$ cat config.mk
export PLATFORM = sky130hd
export DESIGN_NAME = char_lcd_4bit_writer
export DESIGN_NICKNAME = d
export VERILOG_FILES = /design/src/sv/clcd_pkg.sv /design/src/sv/clcd_front.sv /design/src/sv/clcd_queue.sv /design/src/sv/clcd_back.sv /design/src/sv/char_lcd_4bit_writer.sv
export SDC_FILE = /design/constraint.sdc
export NUM_CORES = 1
export LEC_CHECK = 0
export ABC_AREA = 1
export BUFFER_PORTS_ARGS = -buffer_cell sky130_fd_sc_hd__buf_2
export CAP_MARGIN = 20
export CORE_ASPECT_RATIO = 0.75
export CORE_UTILIZATION = 55
export DETAILED_ROUTE_END_ITERATION = 10
export GPL_TIMING_DRIVEN = 0
export PLACE_DENSITY_LB_ADDON = 0.3
export SLEW_MARGIN = 40
export SYNTH_ARGS = -nofsm -noshare
export SYNTH_HDL_FRONTEND = slang
export SYNTH_SLANG_ARGS = --single-unit
export TNS_END_PERCENT = 50
$ cat constraint.sdc
create_clock -name i_clk -period 3.2 [get_ports i_clk]
set_input_delay 0.48 -clock i_clk [delete_from_list [all_inputs] [get_ports i_clk]]
set_output_delay 0.48 -clock i_clk [all_outputs]
set_load 0.05 [all_outputs]
$ cat src/sv/clcd_pkg.sv
package clcd_pkg;

    localparam int QUEUE_DEPTH_DEF = 2;

    // configuration register indexes
    localparam logic [1:0] CFG_BYTE_DELAY = 2'd0;
    localparam logic [1:0] CFG_STROBE     = 2'd1;
    localparam logic [1:0] CFG_CLEAR_WAIT = 2'd2;
    localparam logic [1:0] CFG_LINE_LEN   = 2'd3;

    localparam logic [15:0] BYTE_DELAY_RST = 16'd1000;
    localparam logic [7:0]  STROBE_RST     = 8'd1;
    localparam logic [15:0] CLEAR_WAIT_RST = 16'd3000;
    localparam logic [5:0]  LINE_LEN_RST   = 6'd16;

    // operation codes
    localparam logic [1:0] OP_INIT  = 2'd0;
    localparam logic [1:0] OP_CMD   = 2'd1;
    localparam logic [1:0] OP_CLEAR = 2'd2;
    localparam logic [1:0] OP_CHAR  = 2'd3;

    localparam logic [7:0] CMD_LINE_TWO = 8'hC0;
    localparam logic [7:0] CMD_CLEAR    = 8'h01;
    localparam logic [7:0] CHAR_NUL     = 8'h00;
    localparam logic [7:0] CHAR_BREAK   = 8'h5C;

    localparam logic [2:0] INIT_LAST_IDX = 3'd4;
    localparam logic [2:0] PHASE_LAST    = 3'd5;

    typedef enum logic [2:0] {
        JOB_INIT,
        JOB_CMD,
        JOB_CLEAR,
        JOB_LINE2,
        JOB_CHAR,
        JOB_LINE2_CHAR
    } t_job_kind;

    typedef struct packed {
        t_job_kind  kind;
        logic [7:0] value;
    } t_job;

    typedef struct packed {
        logic [15:0] byte_delay_us;
        logic [7:0]  strobe_us;
        logic [15:0] clear_wait_us;
        logic [5:0]  line_length;
    } t_cfg;

    function automatic logic [7:0] init_byte(input logic [2:0] idx);
        logic [7:0] b;
        unique case (idx)
            3'd0:    b = 8'h33;
            3'd1:    b = 8'h32;
            3'd2:    b = 8'h28;
            3'd3:    b = 8'h0C;
            3'd4:    b = 8'h06;
            default: b = 8'h06;
        endcase
        return b;
    endfunction

endpackage

$ cat src/sv/clcd_front.sv
module clcd_front
    import clcd_pkg::*;
(
    input  logic       i_clk,
    input  logic       i_rst_n,
    input  t_cfg       i_cfg,
    input  logic       i_accept,
    input  logic [1:0] i_operation,
    input  logic [7:0] i_value,
    output logic       o_push,
    output t_job       o_job
);

    logic       r_second, n_second;
    logic [5:0] r_column, n_column;
    logic       r_done,   n_done;
    logic       job_ok;
    t_job       job;
    logic       ends, brk, full;

    assign ends = (i_value == CHAR_NUL);
    assign brk  = (i_value == CHAR_BREAK);
    assign full = (r_column >= i_cfg.line_length);

    always_comb begin
        n_second  = r_second;
        n_column  = r_column;
        n_done    = r_done;
        job_ok    = 1'b0;
        job.kind  = JOB_CMD;
        job.value = i_value;
        unique case (i_operation)
            OP_INIT: begin
                job_ok   = 1'b1;
                job.kind = JOB_INIT;
            end
            OP_CMD: begin
                job_ok   = 1'b1;
                job.kind = JOB_CMD;
            end
            OP_CLEAR: begin
                job_ok   = 1'b1;
                job.kind = JOB_CLEAR;
                n_second = 1'b0;
                n_column = 6'd0;
                n_done   = 1'b0;
            end
            default: begin
                if (r_done) begin
                    job_ok = 1'b0;
                end else if (!r_second) begin
                    job_ok = 1'b1;
                    if (full || ends || brk) begin
                        n_second = 1'b1;
                        n_column = 6'd0;
                        job.kind = JOB_LINE2;
                        if (ends) begin
                            n_done = 1'b1;
                        end else if (!brk) begin
                            // full line one: the character opens line two, unless the line length is zero
                            if (i_cfg.line_length == 6'd0) begin
                                n_done = 1'b1;
                            end else begin
                                job.kind = JOB_LINE2_CHAR;
                                n_column = 6'd1;
                            end
                        end
                    end else begin
                        job.kind = JOB_CHAR;
                        n_column = r_column + 6'd1;
                    end
                end else if (ends || brk || full) begin
                    n_done = 1'b1;
                end else begin
                    job_ok   = 1'b1;
                    job.kind = JOB_CHAR;
                    n_column = r_column + 6'd1;
                end
            end
        endcase
    end

    always_ff @(posedge i_clk) begin
        if (!i_rst_n) begin
            r_second <= 1'b0;
            r_column <= 6'd0;
            r_done   <= 1'b0;
        end else if (i_accept) begin
            r_second <= n_second;
            r_column <= n_column;
            r_done   <= n_done;
        end
    end

    assign o_push = i_accept && job_ok;
    assign o_job  = job;

endmodule

$ cat src/sv/clcd_queue.sv
module clcd_queue
    import clcd_pkg::*;
#(
    parameter int DEPTH = QUEUE_DEPTH_DEF
) (
    input  logic i_clk,
    input  logic i_rst_n,
    input  logic i_push,
    input  t_job i_job,
    input  logic i_pop,
    output logic o_full,
    output logic o_valid,
    output t_job o_job
);

    localparam int PTR_W = (DEPTH > 1) ? $clog2(DEPTH) : 1;
    localparam int CNT_W = $clog2(DEPTH + 1);

    t_job             r_mem [DEPTH];
    logic [PTR_W-1:0] r_wr_ptr, r_rd_ptr;
    logic [CNT_W-1:0] r_count;

    function automatic logic [PTR_W-1:0] bump(input logic [PTR_W-1:0] p);
        return (p == PTR_W'(DEPTH - 1)) ? '0 : p + PTR_W'(1);
    endfunction

    always_ff @(posedge i_clk) begin
        if (i_push) begin
            r_mem[r_wr_ptr] <= i_job;
        end
    end

    always_ff @(posedge i_clk) begin
        if (!i_rst_n) begin
            r_wr_ptr <= '0;
            r_rd_ptr <= '0;
            r_count  <= '0;
        end else begin
            if (i_push) begin
                r_wr_ptr <= bump(r_wr_ptr);
            end
            if (i_pop) begin
                r_rd_ptr <= bump(r_rd_ptr);
            end
            if (i_push && !i_pop) begin
                r_count <= r_count + CNT_W'(1);
            end else if (i_pop && !i_push) begin
                r_count <= r_count - CNT_W'(1);
            end
        end
    end

    assign o_full  = (r_count == CNT_W'(DEPTH));
    assign o_valid = (r_count != '0);
    assign o_job   = r_mem[r_rd_ptr];

endmodule

$ cat src/sv/clcd_back.sv
module clcd_back
    import clcd_pkg::*;
(
    input  logic        i_clk,
    input  logic        i_rst_n,
    input  t_cfg        i_cfg,
    input  logic        i_job_valid,
    input  t_job        i_job,
    output logic        o_pop,
    output logic        o_out_valid,
    input  logic        i_out_stall,
    output logic        o_reg_select,
    output logic [3:0]  o_data_nibble,
    output logic        o_enable,
    output logic [15:0] o_hold_us,
    output logic        o_last
);

    logic [2:0]  r_byte_idx;
    logic [2:0]  r_phase;
    logic        r_valid;
    logic        r_rs;
    logic [3:0]  r_nib;
    logic        r_en;
    logic [15:0] r_hold;
    logic        r_last;

    logic        adv;
    logic        last_byte;
    logic        last_phase;
    logic [7:0]  cur_byte;
    logic        cur_rs;
    logic [16:0] sum_first;
    logic [16:0] sum_clear;
    logic [15:0] hold;

    assign adv = i_job_valid && (!r_valid || !i_out_stall);

    always_comb begin
        cur_byte  = i_job.value;
        cur_rs    = 1'b0;
        last_byte = 1'b1;
        unique case (i_job.kind)
            JOB_INIT: begin
                cur_byte  = init_byte(r_byte_idx);
                last_byte = (r_byte_idx == INIT_LAST_IDX);
            end
            JOB_CMD:   cur_byte = i_job.value;
            JOB_CLEAR: cur_byte = CMD_CLEAR;
            JOB_LINE2: cur_byte = CMD_LINE_TWO;
            JOB_CHAR: begin
                cur_byte = i_job.value;
                cur_rs   = 1'b1;
            end
            JOB_LINE2_CHAR: begin
                last_byte = (r_byte_idx != 3'd0);
                cur_byte  = last_byte ? i_job.value : CMD_LINE_TWO;
                cur_rs    = last_byte;
            end
            default: cur_byte = i_job.value;
        endcase
    end

    assign last_phase = (r_phase == PHASE_LAST);
    assign sum_first  = {1'b0, i_cfg.byte_delay_us} + {9'd0, i_cfg.strobe_us};
    assign sum_clear  = {1'b0, i_cfg.clear_wait_us} + {9'd0, i_cfg.strobe_us};

    always_comb begin
        hold = {8'd0, i_cfg.strobe_us};
        if (r_phase == 3'd0) begin
            hold = sum_first[16] ? 16'hFFFF : sum_first[15:0];
        end else if (last_phase && (i_job.kind == JOB_CLEAR)) begin
            hold = sum_clear[16] ? 16'hFFFF : sum_clear[15:0];
        end
    end

    always_ff @(posedge i_clk) begin
        if (!i_rst_n) begin
            r_byte_idx <= 3'd0;
            r_phase    <= 3'd0;
            r_valid    <= 1'b0;
        end else begin
            if (adv) begin
                r_valid <= 1'b1;
                if (last_phase) begin
                    r_phase    <= 3'd0;
                    r_byte_idx <= last_byte ? 3'd0 : r_byte_idx + 3'd1;
                end else begin
                    r_phase <= r_phase + 3'd1;
                end
            end else if (!i_out_stall) begin
                r_valid <= 1'b0;
            end
        end
    end

    always_ff @(posedge i_clk) begin
        if (adv) begin
            r_rs   <= cur_rs;
            r_nib  <= (r_phase < 3'd3) ? cur_byte[7:4] : cur_byte[3:0];
            r_en   <= (r_phase == 3'd1) || (r_phase == 3'd4);
            r_hold <= hold;
            r_last <= last_byte && last_phase;
        end
    end

    assign o_pop         = adv && last_byte && last_phase;
    assign o_out_valid   = r_valid;
    assign o_reg_select  = r_rs;
    assign o_data_nibble = r_nib;
    assign o_enable      = r_en;
    assign o_hold_us     = r_hold;
    assign o_last        = r_last;

endmodule

$ cat src/sv/char_lcd_4bit_writer.sv
// Character LCD writer for a 4-bit bus, two text lines.
// Input channel (i_in_valid / o_in_stall) takes one item: an operation
// (init, raw command, clear, message character) and a byte value.
// Output channel (o_out_valid / i_out_stall) gives one item per pin phase:
// RS, D7..D4, E and the hold time in microseconds; o_last marks the final
// phase of an input. Every byte is six phases, high nibble first.
// Init gives 30 phases, command and clear 6, a message character 0, 6 or 12.
// An accepted item passes through the job queue, then the output register.
// Throughput: one phase per cycle while the receiver does not stall, set
// by the phase sequencer in the back end; characters that give no phases
// are absorbed in the front end. A small job queue sits between front and
// back, so input is taken while phases still go out. A receiver stall
// holds the output register; the back end then waits and the queue fills,
// after which o_in_stall rises. Reset clears the text position, the queue
// and the output valid, and loads the configuration defaults.
// Configuration is written through i_cfg_we / i_cfg_index / i_cfg_data;
// the user must do this only while the block is idle; nothing enforces it.
module char_lcd_4bit_writer
    import clcd_pkg::*;
#(
    parameter int QUEUE_DEPTH = QUEUE_DEPTH_DEF
) (
    input  logic        i_clk,
    input  logic        i_rst_n,
    input  logic        i_cfg_we,
    input  logic [1:0]  i_cfg_index,
    input  logic [15:0] i_cfg_data,
    input  logic        i_in_valid,
    output logic        o_in_stall,
    input  logic [1:0]  i_operation,
    input  logic [7:0]  i_value,
    output logic        o_out_valid,
    input  logic        i_out_stall,
    output logic        o_reg_select,
    output logic [3:0]  o_data_nibble,
    output logic        o_enable,
    output logic [15:0] o_hold_us,
    output logic        o_last
);

    t_cfg r_cfg;
    logic accept;
    logic push, pop, q_full, q_valid;
    t_job push_job, head_job;

    // configuration registers, truncated to their own widths
    always_ff @(posedge i_clk) begin
        if (!i_rst_n) begin
            r_cfg.byte_delay_us <= BYTE_DELAY_RST;
            r_cfg.strobe_us     <= STROBE_RST;
            r_cfg.clear_wait_us <= CLEAR_WAIT_RST;
            r_cfg.line_length   <= LINE_LEN_RST;
        end else if (i_cfg_we) begin
            unique case (i_cfg_index)
                CFG_BYTE_DELAY: r_cfg.byte_delay_us <= i_cfg_data;
                CFG_STROBE:     r_cfg.strobe_us     <= i_cfg_data[7:0];
                CFG_CLEAR_WAIT: r_cfg.clear_wait_us <= i_cfg_data;
                CFG_LINE_LEN:   r_cfg.line_length   <= i_cfg_data[5:0];
                default:        r_cfg.line_length   <= r_cfg.line_length;
            endcase
        end
    end

    // hold off input only while the job queue is full
    assign o_in_stall = q_full;
    assign accept     = i_in_valid && !q_full;

    clcd_front u_front (
        .i_clk       (i_clk),
        .i_rst_n     (i_rst_n),
        .i_cfg       (r_cfg),
        .i_accept    (accept),
        .i_operation (i_operation),
        .i_value     (i_value),
        .o_push      (push),
        .o_job       (push_job)
    );

    clcd_queue #(
        .DEPTH (QUEUE_DEPTH)
    ) u_queue (
        .i_clk   (i_clk),
        .i_rst_n (i_rst_n),
        .i_push  (push),
        .i_job   (push_job),
        .i_pop   (pop),
        .o_full  (q_full),
        .o_valid (q_valid),
        .o_job   (head_job)
    );

    clcd_back u_back (
        .i_clk         (i_clk),
        .i_rst_n       (i_rst_n),
        .i_cfg         (r_cfg),
        .i_job_valid   (q_valid),
        .i_job         (head_job),
        .o_pop         (pop),
        .o_out_valid   (o_out_valid),
        .i_out_stall   (i_out_stall),
        .o_reg_select  (o_reg_select),
        .o_data_nibble (o_data_nibble),
        .o_enable      (o_enable),
        .o_hold_us     (o_hold_us),
        .o_last        (o_last)
    );

endmodule

==> out/metrics.yaml <==
drt:
  routed_wl_mm: 15.2
  drc: 0
  ant_nets: 0
  viasPerCell: 5.52
  vias: 5716
  dr.pass1.iters: 7
  drtIter0Drc: 624
  avgRoutedWirePerCell_um: 14.7
setup_path:
  crit_chain: "inv_1, ha_1, o21ai_0, nand2_1, nand2_1, nand3_2, nand2_1, nand2_1, nand2_1, nand2_1, inv_1, ha_1, a21oi_1, o21ai_0, o21ai_0, a21oi_1"
  cp.required_ns: 3.44
  path_class: "reg2reg"
  cp-end-kind: "register"
  crit_top_cell: "nand2_1"
  cp_top_family: "compound AO/OA/AOI/OAI gates"
  critical_path.slowest_cell: "dfxtp_1"
  reg2reg_slack_ns: 0.63
  max_stage_delay_ns: 0.38
  start_kind: "register"
  arrival_ns: 2.81
  crit_fanout: 7
  crit_buf_inv: 2
yosys:
  synth_flop_cell: "dfxtp_1"
  synthTopCellsByCount: "nand2_1, nor2_1, inv_1, o21ai_0, dfxtp_1"
  ys_seq_elements: 111
  ys_seq_area_share_pct: 42.7
  avgSynthCellArea_um2: 7.61
  synth.most_common_cell: "nand2_1"
  syn_nets: 887
  yosys_warnings: 0
  yosysTopAreaCell: "edfxtp_1"
  synth_cells: 823
  async_reset_ff_share_pct: 0
  syn_area_um2: 6260
  yosys.cell_types.count: 49
  synth_area_leaders: "edfxtp_1, dfxtp_1, nand2_1"
  synth_edf_count: 45
  synth_top_area_share_pct: 21.6
timing:
  fmax_mhz: 390
  worst_slew_pin_slew_ns: 0.772
  rsz0062_at_grt: "no"
  final-setup-viol-count: 0
  final.setup.tns_ns: 0
  hold_viol: 0
  fin_crit_ns: 2.57
  skew_ns: 0.00521
  max_slew_margin_pct: 48.4
  fin_crit_sh_pct: 80.2
  drv_slew: 0
place:
  place_congestion: 0.950
  place_area_um2: 6720
  dp_hpwl_mm: 11.7
  port_buffers: 56
cts:
  clock-sinks: 111
  postCtsHoldBufs: 0
  cts.path.max_buffers: 2
  htree_levels: 3
  cts_setup_buffers: 0
  cts_made_buffers: 9
  clk_pin_slew_ns: 0.08
  ctsResizeCount: 0
  clock_latency_ns: 0.36
  root_buffer: "clkbuf_16"
  cts_tree: "yes"
cells_and_area:
  final_nets: 954
  diodes: 0
  area_growth_pct: 11.7
  design_area_um2: 6990
  drive_gt1_share_pct: 12.4
  fillers: 995
floorplan:
  core_area_um2: 11000
  die_area_um2: 11800
  die_y_um: 94.4
  placement_rows: 33
  initial_core_util_pct: 57.0
  boundaryPins: 58
  fp.dieW_um: 125
grt:
  grt_max_degree: 28
  grt_pass1_wl_mm: 25.0
  antenna_found_initial: 0
  grt_pass1_vias: 5028
  track_usage_pct: 27.3
  grt-ovfl-total: 0
job:
  drv_cap: 0
power_and_ir_drop:
  total_leakage_power_nw: 3.17
  p_per_area_nw_per_um2: 504
  peakVddDrop_uv: 431
min_path:
  worstHoldPathType: "in2reg"
run_status:
  status: "completed"
worst paths after layout:
kind,depth (start not counted),endpoint,from
max,16,u_queue.r_count[1]$_SDFFE_PN0P_,u_front.r_column[0]$_SDFFE_PN0P_
min reg2reg,2,r_cfg[36]$_SDFFE_PN1P_,r_cfg[36]$_SDFFE_PN1P_
min,1,u_queue.r_mem[0][1]$_DFFE_PP_,i_value[1]
max reg2reg,16,u_queue.r_count[1]$_SDFFE_PN0P_,u_front.r_column[0]$_SDFFE_PN0P_
layer usage:
layer,vias up,wire length [µm],global-route usage (%)
li1,2858,-,-
met1,2615,7550,41.2
met2,234,6090,39.7
met3,9,1470,5.84
met4,0,123,6.40
met5,-,0,0
registers in the layout, summed over array words and instances, names as in the netlist, 2 cells and up, named ones only:
signal,flops
r_cfg,46
u_back.o_data_nibble,4
u_back.o_hold_us,16
u_back.r_byte_idx,3
u_back.r_phase,3
u_front.r_column,6
u_queue.r_count,2
u_queue.r_mem,22
logic make-up (layout without fill, tap and decap cells):
logic type	count (synthesis)	in the layout	share of synthesized area [%]
buffers and inverters	105	177	6.72
AO/OA/AOI/OAI	143	143	12.4
flip-flops	111	111	42.7
adder cells (fa/ha/maj)	31	31	6.44
AND/OR/NAND/NOR	417	417	29.5
multiplexers	3	3	0.480
XOR/XNOR	13	13	1.82
through the flow:
stage	hold slack, ns	cells	util [%]	power, mW	setup WS, ns
final	0.329	1035	63.7	3.52	0.633
after global routing	0.326	1035	63.7	3.68	0.369
after CTS	0.328	1035	63.7	3.53	0.655
after detailed placement	0.455	1019	61.2	2.48	0.485
after global placement	0.452	1019	61.1	2.47	0.324
after floorplan	0.433	823	-	2.27	0.860
cells in the final DEF, fill, tap and decap left out, drive strengths merged:
cell / n
nand2: 222
nor2: 102
inv: 90
o21ai: 73
dfxtp: 66
buf: 60
nand3: 57
a21oi: 52
edfxtp: 45
ha: 29
clkbuf: 20
nor3: 13
xnor2: 8
o211ai: 8
or2: 8
nand4: 7
clkinv: 6
xor2: 5
nand3b: 4
mux2i: 3
a21o: 3
a31oi: 2
nor4: 2
fa: 2
a211oi: 1
nor3b: 1
o21bai: 1
and3: 1
a22oi: 1
o21a: 1
a31o: 1
clkinvlp: 1
layout make-up:
cell class / count / area [µm²] / share of cell area, %
Buffer: 15 / 80.1 / 1.15
Clock buffer: 9 / 225 / 3.22
Clock inverter: 7 / 47.5 / 0.680
Inverter: 90 / 340 / 4.87
Multi-Input combinational cell: 607 / 3170 / 45.4
Sequential cell: 111 / 2670 / 38.2
Tap cell: 140 / 175 / 2.50
Timing Repair Buffer: 56 / 280 / 4.01
power by group:
group          internal [mW]  switching [mW]
logic                  0.206           0.590
registers               1.61          0.0529
clock network          0.530           0.530
No activity file was read; power rests on OpenSTA's default activity.
